**src/rtl/idpt_pkg.sv**
```systemverilog
// Shared types, constants and helpers for the id pair table.
package idpt_pkg;

    localparam int DEPTH_DEFAULT = 64;
    localparam int ID_W          = 32;
    localparam int PAIR_W        = 2 * ID_W;
    localparam int ACT_W         = 2;
    localparam int STATUS_W      = 3;
    localparam int IDX_OUT_W     = 6;
    localparam int CNT_OUT_W     = 7;

    typedef enum logic [ACT_W-1:0] {
        ACT_LOOKUP = 2'd0,
        ACT_ADD    = 2'd1,
        ACT_DELETE = 2'd2
    } act_t;

    typedef enum logic [STATUS_W-1:0] {
        ST_FOUND    = 3'd0,
        ST_ADDED    = 3'd1,
        ST_DELETED  = 3'd2,
        ST_NOTFOUND = 3'd3,
        ST_FULL     = 3'd4
    } status_t;

    typedef enum logic [2:0] {
        S_IDLE,
        S_SCAN,
        S_DECIDE,
        S_SHIFT,
        S_RESULT
    } state_t;

    // True when either half of the stored pair equals the id.
    function automatic logic holds(input logic [PAIR_W-1:0] w, input logic [ID_W-1:0] id);
        return (w[ID_W-1:0] == id) || (w[PAIR_W-1:ID_W] == id);
    endfunction

endpackage

```
**src/rtl/id_pair_table.sv**
```systemverilog
// Top level of the id pair table: scan sequencer, compare unit and result register.
//
//  channel | direction | handshake           | payload
//  in      | input     | in_valid / in_stall  | action, id_a, id_b
//  out     | output    | out_valid / out_stall | status, entry_index, live_count
//
// Lookup and add scan the live entries through the single RAM read port, then load the result.
// A delete that hits also moves the later entries down, one entry read and written back per step.
// One request is in work at a time; the next is accepted in the cycle after its result is loaded.
// Reset clears the live count and the control state; the table RAM is not cleared.
// A stalled result holds in the output register; the next request can be accepted meanwhile.
module id_pair_table
    import idpt_pkg::*;
#(
    parameter int TABLE_DEPTH = DEPTH_DEFAULT
) (
    input  logic                        clk,
    input  logic                        rst_n,
    input  logic                        in_valid,
    output logic                        in_stall,
    input  logic [ACT_W-1:0]            action,
    input  logic signed [ID_W-1:0]      id_a,
    input  logic signed [ID_W-1:0]      id_b,
    output logic                        out_valid,
    input  logic                        out_stall,
    output logic [STATUS_W-1:0]         status,
    output logic [IDX_OUT_W-1:0]        entry_index,
    output logic [CNT_OUT_W-1:0]        live_count
);

    localparam int IDX_W = $clog2(TABLE_DEPTH);
    localparam int CNT_W = $clog2(TABLE_DEPTH + 1);

    state_t            state_reg, state_next;
    logic [ACT_W-1:0]  act_reg, act_next;
    logic [ID_W-1:0]   key_a_reg, key_a_next;
    logic [ID_W-1:0]   key_b_reg, key_b_next;
    logic [CNT_W-1:0]  count_reg, count_next;
    logic [CNT_W-1:0]  ptr_reg, ptr_next;
    logic              cmp_vld_reg, cmp_vld_next;
    logic [IDX_W-1:0]  cmp_idx_reg, cmp_idx_next;
    logic              hit_reg, hit_next;
    logic [IDX_W-1:0]  hit_idx_reg, hit_idx_next;
    logic              wr_pend_reg, wr_pend_next;
    logic [IDX_W-1:0]  sh_addr_reg, sh_addr_next;
    status_t           res_status_reg, res_status_next;
    logic [IDX_W-1:0]  res_idx_reg, res_idx_next;
    logic              out_valid_reg, out_valid_next;
    status_t           out_status_reg, out_status_next;
    logic [IDX_OUT_W-1:0] out_index_reg, out_index_next;
    logic [CNT_OUT_W-1:0] out_count_reg, out_count_next;

    logic              rd_en;
    logic [IDX_W-1:0]  rd_addr;
    logic [PAIR_W-1:0] rd_data;
    logic              wr_en;
    logic [IDX_W-1:0]  wr_addr;
    logic [PAIR_W-1:0] wr_data;

    logic              in_xfer;
    logic              out_free;
    logic              more_to_read;
    logic              match;
    logic              has_room;
    logic              add_ok;

    assign in_xfer      = in_valid && !in_stall;
    assign out_free     = !out_valid_reg || !out_stall;
    assign more_to_read = ptr_reg < count_reg;
    assign has_room     = count_reg < CNT_W'(TABLE_DEPTH);
    assign match        = cmp_vld_reg && (holds(rd_data, key_a_reg) || holds(rd_data, key_b_reg));
    assign add_ok       = (state_reg == S_DECIDE) && (act_reg == ACT_ADD) && !hit_reg && has_room;

    idpt_ram #(
        .WIDTH (PAIR_W),
        .DEPTH (TABLE_DEPTH)
    ) u_table (
        .clk     (clk),
        .wr_en   (wr_en),
        .wr_addr (wr_addr),
        .wr_data (wr_data),
        .rd_en   (rd_en),
        .rd_addr (rd_addr),
        .rd_data (rd_data)
    );

    // Read port: one entry per cycle while scanning or shifting.
    assign rd_en   = ((state_reg == S_SCAN) || (state_reg == S_SHIFT)) && more_to_read;
    assign rd_addr = ptr_reg[IDX_W-1:0];

    // Write port: moved entry during a shift, or the appended pair.
    always_comb
    begin
        wr_en   = 1'b0;
        wr_addr = sh_addr_reg;
        wr_data = rd_data;
        if (wr_pend_reg)
        begin
            wr_en = 1'b1;
        end
        else if (add_ok)
        begin
            wr_en   = 1'b1;
            wr_addr = count_reg[IDX_W-1:0];
            wr_data = {key_b_reg, key_a_reg};
        end
    end

    // Next state.
    always_comb
    begin
        state_next = state_reg;
        case (state_reg)
            S_IDLE:
            begin
                if (in_xfer)
                begin
                    state_next = S_SCAN;
                end
            end
            S_SCAN:
            begin
                if (!more_to_read && !cmp_vld_reg)
                begin
                    state_next = S_DECIDE;
                end
            end
            S_DECIDE:
            begin
                if ((act_reg == ACT_DELETE) && hit_reg)
                begin
                    state_next = S_SHIFT;
                end
                else
                begin
                    state_next = S_RESULT;
                end
            end
            S_SHIFT:
            begin
                if (!more_to_read && !wr_pend_reg)
                begin
                    state_next = S_RESULT;
                end
            end
            S_RESULT:
            begin
                if (out_free)
                begin
                    state_next = S_IDLE;
                end
            end
            default:
            begin
                state_next = S_IDLE;
            end
        endcase
    end

    // Datapath and outputs.
    always_comb
    begin
        act_next        = act_reg;
        key_a_next      = key_a_reg;
        key_b_next      = key_b_reg;
        count_next      = count_reg;
        ptr_next        = ptr_reg;
        cmp_vld_next    = 1'b0;
        cmp_idx_next    = cmp_idx_reg;
        hit_next        = hit_reg;
        hit_idx_next    = hit_idx_reg;
        wr_pend_next    = 1'b0;
        sh_addr_next    = sh_addr_reg;
        res_status_next = res_status_reg;
        res_idx_next    = res_idx_reg;
        out_valid_next  = out_valid_reg && out_stall;
        out_status_next = out_status_reg;
        out_index_next  = out_index_reg;
        out_count_next  = out_count_reg;
        in_stall        = (state_reg != S_IDLE);

        case (state_reg)
            S_IDLE:
            begin
                act_next   = action;
                key_a_next = id_a;
                // Lookup and delete search on one id only.
                key_b_next = (action == ACT_ADD) ? id_b : id_a;
                ptr_next   = '0;
                hit_next   = 1'b0;
            end
            S_SCAN:
            begin
                if (more_to_read)
                begin
                    ptr_next     = ptr_reg + CNT_W'(1);
                    cmp_vld_next = 1'b1;
                    cmp_idx_next = ptr_reg[IDX_W-1:0];
                end
                if (match)
                begin
                    hit_next = 1'b1;
                    // Delete keeps the last hit; the others keep the first.
                    if ((act_reg == ACT_DELETE) || !hit_reg)
                    begin
                        hit_idx_next = cmp_idx_reg;
                    end
                end
            end
            S_DECIDE:
            begin
                res_status_next = ST_NOTFOUND;
                res_idx_next    = '0;
                ptr_next        = CNT_W'(hit_idx_reg) + CNT_W'(1);
                case (act_reg)
                    ACT_LOOKUP:
                    begin
                        if (hit_reg)
                        begin
                            res_status_next = ST_FOUND;
                            res_idx_next    = hit_idx_reg;
                        end
                    end
                    ACT_ADD:
                    begin
                        if (hit_reg)
                        begin
                            res_status_next = ST_FOUND;
                            res_idx_next    = hit_idx_reg;
                        end
                        else if (!has_room)
                        begin
                            res_status_next = ST_FULL;
                        end
                        else
                        begin
                            res_status_next = ST_ADDED;
                            res_idx_next    = count_reg[IDX_W-1:0];
                            count_next      = count_reg + CNT_W'(1);
                        end
                    end
                    ACT_DELETE:
                    begin
                        if (hit_reg)
                        begin
                            res_status_next = ST_DELETED;
                            res_idx_next    = hit_idx_reg;
                        end
                    end
                    default:
                    begin
                        res_status_next = ST_NOTFOUND;
                    end
                endcase
            end
            S_SHIFT:
            begin
                // Read entry k, write it to k-1 on the next cycle.
                if (more_to_read)
                begin
                    ptr_next     = ptr_reg + CNT_W'(1);
                    wr_pend_next = 1'b1;
                    sh_addr_next = IDX_W'(ptr_reg - CNT_W'(1));
                end
                else if (!wr_pend_reg)
                begin
                    count_next = count_reg - CNT_W'(1);
                end
            end
            S_RESULT:
            begin
                if (out_free)
                begin
                    out_valid_next  = 1'b1;
                    out_status_next = res_status_reg;
                    out_index_next  = IDX_OUT_W'(res_idx_reg);
                    out_count_next  = CNT_OUT_W'(count_reg);
                end
            end
            default:
            begin
                hit_next = 1'b0;
            end
        endcase
    end

    always_ff @(posedge clk or negedge rst_n)
    begin
        if (!rst_n)
        begin
            state_reg     <= S_IDLE;
            count_reg     <= '0;
            cmp_vld_reg   <= 1'b0;
            wr_pend_reg   <= 1'b0;
            hit_reg       <= 1'b0;
            out_valid_reg <= 1'b0;
        end
        else
        begin
            state_reg     <= state_next;
            count_reg     <= count_next;
            cmp_vld_reg   <= cmp_vld_next;
            wr_pend_reg   <= wr_pend_next;
            hit_reg       <= hit_next;
            out_valid_reg <= out_valid_next;
        end
    end

    always_ff @(posedge clk)
    begin
        act_reg        <= act_next;
        key_a_reg      <= key_a_next;
        key_b_reg      <= key_b_next;
        ptr_reg        <= ptr_next;
        cmp_idx_reg    <= cmp_idx_next;
        hit_idx_reg    <= hit_idx_next;
        sh_addr_reg    <= sh_addr_next;
        res_status_reg <= res_status_next;
        res_idx_reg    <= res_idx_next;
        out_status_reg <= out_status_next;
        out_index_reg  <= out_index_next;
        out_count_reg  <= out_count_next;
    end

    assign out_valid   = out_valid_reg;
    assign status      = out_status_reg;
    assign entry_index = out_index_reg;
    assign live_count  = out_count_reg;

    a_count_bound: assert property (@(posedge clk) disable iff (!rst_n)
        count_reg <= CNT_W'(TABLE_DEPTH))
        else $error("live count above table depth");

    a_miss_index: assert property (@(posedge clk) disable iff (!rst_n)
        (out_valid_reg && ((out_status_reg == ST_NOTFOUND) || (out_status_reg == ST_FULL)))
        |-> (out_index_reg == '0))
        else $error("non-zero index on a miss");

    a_added_last: assert property (@(posedge clk) disable iff (!rst_n)
        (out_valid_reg && (out_status_reg == ST_ADDED))
        |-> (out_index_reg == IDX_OUT_W'(out_count_reg - CNT_OUT_W'(1))))
        else $error("added entry is not the last live entry");

    a_shift_range: assert property (@(posedge clk) disable iff (!rst_n)
        wr_pend_reg |-> ((CNT_W'(sh_addr_reg) + CNT_W'(1)) < count_reg))
        else $error("shift writes outside the live range");

endmodule

```
**src/rtl/idpt_ram.sv**
```systemverilog
// Generic single-write, single-read RAM with registered read data.
module idpt_ram #(
    parameter int WIDTH = 64,
    parameter int DEPTH = 64
) (
    input  logic                     clk,
    input  logic                     wr_en,
    input  logic [$clog2(DEPTH)-1:0] wr_addr,
    input  logic [WIDTH-1:0]         wr_data,
    input  logic                     rd_en,
    input  logic [$clog2(DEPTH)-1:0] rd_addr,
    output logic [WIDTH-1:0]         rd_data
);

    logic [WIDTH-1:0] mem [DEPTH];

    always_ff @(posedge clk)
    begin
        if (wr_en)
        begin
            mem[wr_addr] <= wr_data;
        end
        if (rd_en)
        begin
            rd_data <= mem[rd_addr];
        end
    end

endmodule

```
**config.mk**
```make
export PLATFORM = sky130hd
export DESIGN_NAME = id_pair_table
export DESIGN_NICKNAME = d
export VERILOG_FILES = /design/src/rtl/idpt_pkg.sv /design/src/rtl/id_pair_table.sv /design/src/rtl/idpt_ram.sv
export SDC_FILE = /design/constraint.sdc
export NUM_CORES = 2
export LEC_CHECK = 0
export BUFFER_PORTS_ARGS = -buffer_cell sky130_fd_sc_hd__buf_2
export CAP_MARGIN = 20
export CELL_PAD_IN_SITES_DETAIL_PLACEMENT = 1
export CELL_PAD_IN_SITES_GLOBAL_PLACEMENT = 2
export CORE_ASPECT_RATIO = 0.5
export CORE_MARGIN = 2
export CORE_UTILIZATION = 58
export CTS_BUF_LIST = sky130_fd_sc_hd__clkbuf_4 sky130_fd_sc_hd__clkbuf_8
export CTS_CLUSTER_DIAMETER = 100
export CTS_CLUSTER_SIZE = 20
export DETAILED_ROUTE_END_ITERATION = 16
export PLACE_DENSITY_LB_ADDON = 0.1
export SLEW_MARGIN = 20
export SYNTH_ARGS = -nofsm -noshare
export SYNTH_HDL_FRONTEND = slang
export SYNTH_SLANG_ARGS = --single-unit
export TNS_END_PERCENT = 30
```
**constraint.sdc**
```tcl
create_clock -name clk -period 12.9 [get_ports clk]
set_clock_uncertainty 0.2 [all_clocks]
set_input_delay 1.29 -clock clk [delete_from_list [all_inputs] [get_ports clk]]
set_output_delay 1.29 -clock clk [all_outputs]
set_load 0.03 [all_outputs]
```
==> impl_summary.txt <==
----------------------------------------------------
[Run status]
  Status ... completed

[Yosys]
  Number of flip-flops and latches in the synthesized netlist ... approximately 4300
  Most instantiated flip-flop cell in the synthesis netlist ... sky130_fd_sc_hd__edfxtp_1
  Biggest area contributors in the synthesized netlist ... sky130_fd_sc_hd__edfxtp_1, sky130_fd_sc_hd__mux4_2, sky130_fd_sc_hd__xor2_1, sky130_fd_sc_hd__mux2_2, sky130_fd_sc_hd__buf_2
  Total number of yosys warnings ... 0
  EDFF count, synth ... between 4000 and 5000
  Share of the synthesized area in the top cell type ... 77.75%
  Sequential share of the synthesized area ... between 70% and 80%
  Syn Nets ... 7053
  Most area-hungry cell type in the Yosys netlist ... sky130_fd_sc_hd__edfxtp_1
  Post-synth design cell area ... 165200 um^2
  Ys async rst share ... 0.3263%
  Post-synth cell types ... 63
  Post-synthesis area per instance ... approximately 24 um^2
  Cell count after synthesis ... about 7000

[Clocking]
  TritonCTS Sinks ... about 4300
  TritonCTS clock tree ... built
  Clock input transition at the sequential cells of the worst setup and hold paths ... roughly 0.13 ns
  Cell at the root of the clock tree ... sky130_fd_sc_hd__clkbuf_8
  Insertion delay to the later sink of the worst-skew pair ... around 1.1 ns
  Max clock buf depth ... 4
  Total CTS buffers ... 240
  H-tree levels ... 4

[Detailed routing]
  Wire length per cell ... around 42 um
  Antenna viol nets, final ... 0
  Iter 0 DRT Violations ... ~12000
  Vias per std cell ... between 7 and 8
  DR vias ... 77790
  Number of detailed-route iterations in the first pass ... 6
  Routed wire length ... around 460000 um
  Final routed DRC violation total ... 0

[Layout]
  Flip-flop count of the largest register after layout ... 4096
  Number of nets at the end of the flow ... around 7200
  Fraction of layout instances using a drive strength above 1 ... ~27%
  Biggest register ... u_table.mem
  Footprint of the multi-input gates ... 35190 um^2
  Layout Area Growth over Synthesis ... 5.805%
  Count of filler cells inserted in the layout ... about 22000
  Biggest regs ... u_table.mem (4096), u_table.rd_data (64)
  Final core area utilization ... 61.75%
  Area taken by flip-flops and latches ... approximately 130000 um^2

[GRT]
  Antenna violations before repair ... 26
  Pin count of the biggest net entering global routing ... 122
  Aggregate global-route resource usage ... between 30% and 40%
  Via count of the first global-routing pass ... about 80000
  Total congestion overflow ... 0
  First-pass GRT wire length ... 637000 um

[STA]
  Sum of negative setup slack ... 0 ns
  Worst Max-Slew Pin Slew ... 1.268 ns
  Final slew viol count ... 0
  Final setup vio count ... 0
  Fin crit share ... 45.03%
  Setup slack after layout ... between 7 and 8 ns
  Min Tclk post-route ... slightly below 6 ns
  Headroom to the max-slew limit ... about 15%
  Setup repair after global routing missed its margin ... no
  Hold Fails Final Rpt ... 0
  Highest achievable clock rate ... approximately 0.17 GHz

[Die]
  Horizontal die dimension ... 758.6 um
  Total die area ... about 290000 um^2
  Core outline area ... around 280000 um^2
  Placement row count ... around 140
  Effective utilization at floorplan ... between 50 and 60%
  Top-level port count ... 88
  Die height ... 381.3 um

[Pwr]
  Clock network fraction of total power ... 15.5%
  Proportion of total power due to net switching ... between 30% and 40%
  Reported net switching power ... between 10 and 15 mW
  Power Density ... between 200 and 250 nW/um^2
  Portion of total power attributed to sequential cells ... about 50%
  Part of the total power dissipated in combinational logic ... about a third
  Cell leakage power ... around 52 nW
  Pint ... around 24 mW
  Highest ir drop seen on vdd ... 0.0002207 V

[Placement]
  Total of buffers placed on input and output ports ... 87
  Placed wire-length estimate ... approximately 270000 um
  Last weighted congestion value of the routability-driven placer ... 0.9067
  Pre-CTS WS ... just under 7 ns

[Worst setup path]
  Data required time of the critical path ... 13.43 ns
  Startpoint of the most critical setup path ... state_reg[1]$_DFFE_PN0P_
  Reg2Reg Launch Point ... state_reg[1]$_DFFE_PN0P_
  CP Max Fanout ... a little over 40
  Crit path DAT ... 6.34 ns
  Critical path endpoint category ... flip-flop
  Critical Setup Path Class ... reg2reg
  Kind of start point of the critical path ... flip-flop

[Min path]
  Class of the tightest hold or removal check ... in2reg
  Launch point of the worst hold path ... id_a[7]

[Run]
  Total of max-cap violations ... 0

----------------------------------------------------
## layout make-up
type / instances / area share, %
antenna: 6 / 0.008593
clock buffer: 256 / 1.973
clock inverter: 4 / 0.02005
inverter: 17 / 0.04153
multi-input combinational: 2296 / 20.14
sequential: 4290 / 73.68
tap: 3780 / 2.707
timing repair buffer: 305 / 1.426
## worst max-delay path, cell delays in order (launching register included)
cell and delay, ns:
sky130_fd_sc_hd__dfrtp_1 0.57, sky130_fd_sc_hd__or3b_1 0.53, sky130_fd_sc_hd__inv_2 0.33, sky130_fd_sc_hd__nand2_2 0.22, sky130_fd_sc_hd__nor2_4 0.81, sky130_fd_sc_hd__mux2i_1 0.33
sky130_fd_sc_hd__nand2_1 0.52, sky130_fd_sc_hd__nor2_4 1.06, sky130_fd_sc_hd__buf_4 0.73
## through the flow
stage / hold slack (ns) / area [um^2] / total power, mW / instances
finish: 0.1404 / 174700 / 37.25 / 10950
global route: 0.08834 / 174700 / 38.30 / 10950
CTS: 0.05694 / 174500 / 37.28 / 10940
detailed placement: 0.2084 / 171000 / 31.71 / 10680
global placement: 0.2040 / 170900 / 31.26 / 10680
floorplan: 0.2003 / 165200 / 26.20 / 6969
## layer usage
layer  GRT usage, %  part of all wire (%)
met5              0                0.0099
met4          8.630                   3.1
met3          6.918                    10
met2          48.92                    47
met1          47.30                    39
## cells by family after synthesis
group / Yosys count / share of synthesized area, %
AO/OA/AOI/OAI: 357 / 1.518
multiplexers: 1363 / 17.36
buffers and inverters: 383 / 1.102
adder cells (fa/ha/maj): 14 / 0.1106
AND/OR/NAND/NOR: 418 / 1.189
XOR/XNOR: 144 / 0.7637
flip-flops: 4290 / 77.96
## synthesized netlist by cell type (2+ instances only)
master and instances:
sky130_fd_sc_hd__nand4_1 8, sky130_fd_sc_hd__buf_4 45, sky130_fd_sc_hd__xnor2_1 6, sky130_fd_sc_hd__nand2_1 172
sky130_fd_sc_hd__o21ai_0 8, sky130_fd_sc_hd__nor3b_1 4, sky130_fd_sc_hd__nor2b_1 36, sky130_fd_sc_hd__a21o_1 5
sky130_fd_sc_hd__buf_1 40, sky130_fd_sc_hd__nand3_1 6, sky130_fd_sc_hd__inv_1 15, sky130_fd_sc_hd__a22oi_1 45
sky130_fd_sc_hd__edfxtp_1 4276, sky130_fd_sc_hd__a221oi_1 2, sky130_fd_sc_hd__and2_1 41, sky130_fd_sc_hd__o21a_1 2
sky130_fd_sc_hd__xor2_1 138, sky130_fd_sc_hd__mux4_2 1190, sky130_fd_sc_hd__o221ai_1 8, sky130_fd_sc_hd__a311oi_1 4
sky130_fd_sc_hd__buf_6 5, sky130_fd_sc_hd__nor4_1 33, sky130_fd_sc_hd__mux2i_1 69, sky130_fd_sc_hd__a211oi_1 88
sky130_fd_sc_hd__a221o_1 18, sky130_fd_sc_hd__a31o_2 4, sky130_fd_sc_hd__a31oi_1 27, sky130_fd_sc_hd__o211a_1 2
sky130_fd_sc_hd__a32oi_1 3, sky130_fd_sc_hd__a21oi_1 82, sky130_fd_sc_hd__ha_1 13, sky130_fd_sc_hd__nor3_1 4
sky130_fd_sc_hd__a22o_1 24, sky130_fd_sc_hd__o22ai_1 21, sky130_fd_sc_hd__mux2_2 104, sky130_fd_sc_hd__and3_1 5
sky130_fd_sc_hd__dfrtp_1 14, sky130_fd_sc_hd__o41ai_1 2, sky130_fd_sc_hd__clkbuf_1 136, sky130_fd_sc_hd__nand2b_1 11
sky130_fd_sc_hd__nor2_1 90, sky130_fd_sc_hd__o31ai_1 3, sky130_fd_sc_hd__buf_2 140
## power by group through the flow
stage / clock [mW] / combinational (mW) / sequential [mW]
after floorplan: 0 / 7.64 / 18.6
after global placement: 0 / 12.4 / 18.9
after detailed placement: 0 / 12.8 / 18.9
after CTS: 5.86 / 12.8 / 18.6
after global routing: 6.27 / 13.4 / 18.6
final: 5.79 / 12.8 / 18.6
## final timing paths
check                           slack [ns]  cells past startpoint                       endpoint
worst max-delay path                  7.09                      8  u_table.mem[63][50]$_DFFE_PP_
worst min-delay path                  0.14                      1         key_a_reg[7]$_DFFE_PP_
worst max register to register        7.09                      8  u_table.mem[63][50]$_DFFE_PP_
worst min register to register        0.24                      0       hit_idx_reg[5]$_DFFE_PP_
max in group asynchronous            11.76                      2            hit_reg$_DFFE_PN0P_
min in group asynchronous             0.45                      2       state_reg[1]$_DFFE_PN0P_
## timing repair
item | CTS | global route
gates resized for setup | 0 | 0
buffers inserted | 0 | 0
hold endpoints to repair | 14 | 0
hold buffers | 1 | 0
## layout by cell type (no fill, tap or decap), drive strengths merged, types with 27 or more instances in the layout
cell type / count
mux2i: 69
edfxtp: 4276
mux4: 1190
mux2: 104
nand2: 173
clkbuf: 256
xor2: 138
nor4: 33
a211oi: 88
nor2: 91
and2: 42
a31oi: 27
a21oi: 82
nor2b: 36
a22oi: 45
buf: 304
No activity file was read; power rests on OpenSTA's default activity.
